--- config.mk ---
export PLATFORM = sky130hd
export DESIGN_NAME = pwpa_cordic_stage
export DESIGN_NICKNAME = d
export VERILOG_FILES = /design/src/hdl/pwpa_pkg.sv /design/src/hdl/pwpa_cordic_stage.sv
export SDC_FILE = /design/constraint.sdc
export NUM_CORES = 1
export LEC_CHECK = 0
export CAP_MARGIN = 15
export CELL_PAD_IN_SITES_DETAIL_PLACEMENT = 1
export CELL_PAD_IN_SITES_GLOBAL_PLACEMENT = 1
export CORE_AREA = 4 4 171 173
export DETAILED_ROUTE_END_ITERATION = 10
export DIE_AREA = 0 0 175 177
export DONT_BUFFER_PORTS = 1
export GPL_TIMING_DRIVEN = 0
export PLACE_DENSITY = 0.7
export SLEW_MARGIN = 25
export SYNTH_ARGS = -nofsm -noshare
export SYNTH_HDL_FRONTEND = slang
export SYNTH_SLANG_ARGS = --single-unit
export TNS_END_PERCENT = 10
--- constraint.sdc ---
create_clock -name clock -period 12.98 [get_ports clock]
set_clock_uncertainty 0.05 [all_clocks]
set_input_delay 1.947 -clock clock [delete_from_list [all_inputs] [get_ports clock]]
set_output_delay 1.947 -clock clock [all_outputs]
set_load 0.1 [all_outputs]
--- src/hdl/pwpa_pkg.sv ---
// shared types, constants and the arctangent table for the plane wave phase accumulator
`timescale 1ns / 1ps

package pwpa_pkg;

   // one turn is 2^32; round(2^32 / (2*pi))
   localparam logic [31:0] INV_TWO_PI_Q32 = 32'd683565276;
   // inverse of the limit gain of the rotation in q.30
   localparam logic signed [31:0] CORDIC_GAIN_Q30 = 32'sd652032874;
   localparam int ATAN_LEN = 24;

   // atan(2^-i) as a 32-bit binary angle
   localparam logic [31:0] ATAN_TURNS [ATAN_LEN] = '{
      32'd536870912, 32'd316933406, 32'd167458907, 32'd85004756,
      32'd42667331,  32'd21354465,  32'd10679838,  32'd5340245,
      32'd2670163,   32'd1335087,   32'd667544,    32'd333772,
      32'd166886,    32'd83443,     32'd41722,     32'd20861,
      32'd10430,     32'd5215,      32'd2608,      32'd1304,
      32'd652,       32'd326,       32'd163,       32'd81
   };

   // fields that ride along untouched until the final add
   typedef struct packed {
      logic        [23:0] amp;
      logic signed [47:0] fre;
      logic signed [47:0] fim;
   } carry_type;

   // rotation state plus the carried fields
   typedef struct packed {
      logic signed [31:0] x;
      logic signed [31:0] y;
      logic signed [31:0] z;
      logic               flip;
      carry_type          carry;
   } work_type;

endpackage

--- src/hdl/pwpa_cordic_stage.sv ---
// one registered rotation step of the cordic
`timescale 1ns / 1ps

module pwpa_cordic_stage
   import pwpa_pkg::*;
#(
   parameter int STAGE = 0
) (
   input  logic     clock,
   input  logic     reset,
   input  logic     in_valid,
   output logic     in_ready,
   input  work_type in_work,
   output logic     out_valid,
   input  logic     out_ready,
   output work_type out_work
);

   logic               vld_ff;
   work_type           work_ff, work_in;
   logic signed [31:0] dx, dy;
   logic signed [31:0] step_angle;

   assign in_ready   = !vld_ff || out_ready;
   assign dx         = in_work.y >>> STAGE;
   assign dy         = in_work.x >>> STAGE;
   assign step_angle = $signed(ATAN_TURNS[STAGE]);

   // rotate toward zero residual angle
   always_comb begin
      work_in = in_work;
      if (!in_work.z[31]) begin
         work_in.x = in_work.x - dx;
         work_in.y = in_work.y + dy;
         work_in.z = in_work.z - step_angle;
      end else begin
         work_in.x = in_work.x + dx;
         work_in.y = in_work.y - dy;
         work_in.z = in_work.z + step_angle;
      end
   end

   always_ff @(posedge clock) begin
      if (reset) begin
         vld_ff <= 1'b0;
      end else if (in_ready) begin
         vld_ff <= in_valid;
      end
   end

   always_ff @(posedge clock) begin
      if (in_ready) begin
         work_ff <= work_in;
      end
   end

   assign out_valid = vld_ff;
   assign out_work  = work_ff;

endmodule

==> flow_results.org <==
** Timing
- Maximum frequency from static timing analysis :: about 200 MHz
- For the pin with the worst max-slew slack, the measured transition is 1.12 ns.
- In the final timing run, aggregate negative setup slack is 0 ns.
- The count of final hold-check violations came to 0.
- The worst pin sits at a relative slew slack of 25.7%.
- Setup violations remaining at the end of the flow were counted as 0.
- Setup repair after global routing left no endpoint under its margin.
- Period minus WS final :: about 4.9 ns
- The number of slew-limit violations in the final report came to 0.
- Once routing completed, OpenROAD measured the worst setup slack at between 8 and 9 ns.
- Fraction of the cycle the final worst path needs :: between 30% and 40%
- Hold timing on the final database bottoms out at a slack of roughly 1.4 ns.

** Detailed routing
- Number of nets still failing antenna checks after routing :: 0
- The first routing iteration left roughly 730 violations.
- Count of unresolved DRC violations after routing :: 0
- Post-detailed-route wirelength per cell :: approximately 30 um
- Routed length on met3 :: approximately 4.1 mm
- Average via count per standard cell :: ~6.0
- Routed WL :: 45.3 mm
- The detailed router put a total of about 18 mm of wire on met1.
- The highest metal layer carrying signal wires in the routed design is met5.
- The routed layout has 8924 vias.
- Detailed-routing iteration count for the pre-antenna-repair pass :: 5
- Met2 wire length :: around 22 mm

** Setup path
- STA classifies the critical path startpoint as an input pin.
- Cells along the critical path :: nand2b_4 > buf_16
- Max Fanout on Critical Path :: 44
- Cell type of the slowest stage on the worst timing path :: sky130_fd_sc_hd__nand2b_4
- In this design, the stage delay of the slowest critical-path cell is 0.54 ns.
- Crit path buffers/inverters :: 1
- Critical path start-end classification :: input pin to output port
- Required @ worst endpoint :: 10.98 ns
- In this design, the largest share of critical-path delay is due to simple AND/OR/NAND/NOR gates.
- The worst setup path is captured at an output port.
- Worst path arrival time :: 2.86 ns

** Finish
- Area grow syn2layout :: 11.3%
- Number of fill cells in the layout :: between 3000 and 4000
- The finished layout holds 1492 standard cells, fillers aside.
- The post-route netlist has a little under a tenth of its cells at a drive strength greater than 1.
- Post-layout net count :: around 1400
- After routing the design area is ~0.014 mm2.
- Commonest non-fill, non-tap cells in the layout :: sky130_fd_sc_hd__edfxtp_1, sky130_fd_sc_hd__a21oi_1, sky130_fd_sc_hd__inv_1
- At the end of the flow the core is filled with cells to around 49%.
- Most common cell after layout, fill and taps aside :: sky130_fd_sc_hd__edfxtp_1

** Yosys
- After synthesis, the cell types taking the most area are sky130_fd_sc_hd__edfxtp_1, sky130_fd_sc_hd__ha_1, sky130_fd_sc_hd__a21oi_1.
- Post-synth top area share :: 53.4%
- Syn Inst Count :: 1065
- Synth warnings :: 0
- Summing the sequential cell areas from Yosys gives between 50% and 60% of the chip area.
- Synthesis-stage register bit count :: 217
- Share of synthesized cell area in full adder, half adder and majority cells :: 10.3%
- Summing the areas of all compound-gate instances in the mapped netlist gives 17.7% of the synthesized area.
- Multiplexer share of the synthesized area :: less than 1%
- Counting flops with a built-in enable in the synthesized netlist gives 216.
- Net count after synthesis :: 1384
- Area share of xor/xnor cells in the synthesized design :: roughly 4.2%
- The synthesized design spends more area on one cell type than any other, namely sky130_fd_sc_hd__edfxtp_1.
- Summing the areas of all and, or, nand and nor instances in the mapped netlist gives 8.80% of the synthesized area.
- In the synthesized netlist the async set-or-reset flop fraction comes to 0%.
- Number of different library cells in the post-synthesis netlist :: 87
- After synthesis, the mean cell area works out to 11.4 um2.
- Most used flip-flop cell after synthesis :: sky130_fd_sc_hd__edfxtp_1
- Summing every instance area after synthesis gives about 0.012 mm2.
- By area, the combinational part of the netlist is dominated by compound AO/OA/AOI/OAI gates.

** Floorplan
- Die boundary height :: 177 um
- Standard-cell row count :: between 60 and 70
- 440 I/O pins were placed.
- Core Region :: approximately 0.028 mm2
- Initial core utilization :: 44.0%
- Floorplan die area :: between 0.03 and 0.04 mm2
- The floorplan step set the die width to 175 um.

** GRT
- Global routing finished with a remaining overflow of 0.
- The number of global-route vias before repair was just under 9000.
- Wire length of the first global-routing pass :: roughly 63 mm
- The initial antenna violation count was 8.
- GR Util All Layers :: between 20% and 30%
- Largest net degree at the start of global routing :: 60

** Power and ir drop
- Total Power :: about 2.5 mW
- Leakage component of the power :: 5.41 nW
- Dividing total power by cell area gives a power density of between 150 and 200 mW/mm2.
- The worst-case IR drop observed on VDD is 0.136 mV.

** Clocking
- Clock root buffer :: sky130_fd_sc_hd__clkbuf_16
- Insertion delay of the later-clocked pin in the worst-skew pair :: 0.53 ns
- Clock tree synthesis inserted a total of 24 buffers.
- Gates resized during post-CTS repair numbered 0.
- TritonCTS built the clock tree.
- The clock drives around 220 sinks.
- The clock passes through at most 3 buffers.
- Cts-stage hold buffer count :: 0
- H-tree Lvls :: 1
- After clock tree synthesis, the setup repair step added 0 buffers.
- After clock tree synthesis, the clock-pin slew on the worst setup and hold paths is 0.06 ns.

** Run
- Max capacitance violation total :: 0

** Outcome
- Result of the run :: complete, no violations

** Placed design
- Summing all placed instances gives a cell area of 0.0127 mm2.
- Setup slack at placement :: about 8 ns
- Once placement completed, the tool counted placed cells totaling ~1400.
- Port buffering added 0 buffers.
- The congestion estimate from routability-driven global placement came to 0.950.
- Summed over all nets, the half-perimeter wirelength after detailed placement is 36.5 mm.

** Worst hold path
- Worst hold path type :: input pin to flop
==> synthesized netlist by cell type (all sizes together), types with 9 or more instances <==
cell type  number
a211oi          9
a21o           26
a21oi         104
a31oi           9
buf            26
clkbuf         18
edfxtp        216
ha             94
inv            97
nand2          59
nand2b         10
nand3           9
nand4           9
nor2           84
nor3           19
o21ai          65
o21bai         21
xnor2          50
==> cell families after synthesis <==
family | after synthesis
AOI/OAI and AO/OA | 314
muxes | 6
DFF | 217
buffers and inverters | 144
xor gates and xnor gates | 58
and+or+nand+nor | 228
adders and majority gates | 98
==> path summary, 6_finish.rpt <==
path / start / end / slack [ns] / cells past startpoint
setup / recovery: out_ready / in_ready / 8.12 / 2
setup reg to reg: out_valid / out_work[122] / 10.32 / 3
hold / removal: reset / out_valid / 1.44 / 1
hold reg to reg: out_valid / out_valid / 1.59 / 2
==> sequential cells by signal, indices dropped and copies added, names as in the netlist <==
register   count
out_valid      1
out_work     216
==> layer usage <==
metal,up-vias,global-route usage [%]
met1,4503,34.4
met3,73,8.61
met5,-,0
li1,3937,-
met4,8,6.71
met2,403,47.2
==> area by class of cell <==
cell class / instances / area, um2 / area share, %
diodes: 3 / 7.51 / 0.0555
clock inverters: 14 / 158 / 1.17
clock buffers: 27 / 612 / 4.53
repair buffers: 5 / 115 / 0.852
well taps: 378 / 473 / 3.50
plain buffers: 44 / 225 / 1.67
multi-input cells: 704 / 5040 / 37.3
flip-flops and latches: 217 / 6510 / 48.1
inverters: 100 / 375 / 2.78
==> report_power, final <==
group          switching (mW)  internal (mW)  total, mW  leakage [nW]
sequential              0.619          0.875       1.49          2.25
combinational           0.222          0.117      0.339          2.78
clock                   0.273          0.398      0.670         0.375
Note: power is estimated with default switching activity, not from simulation.
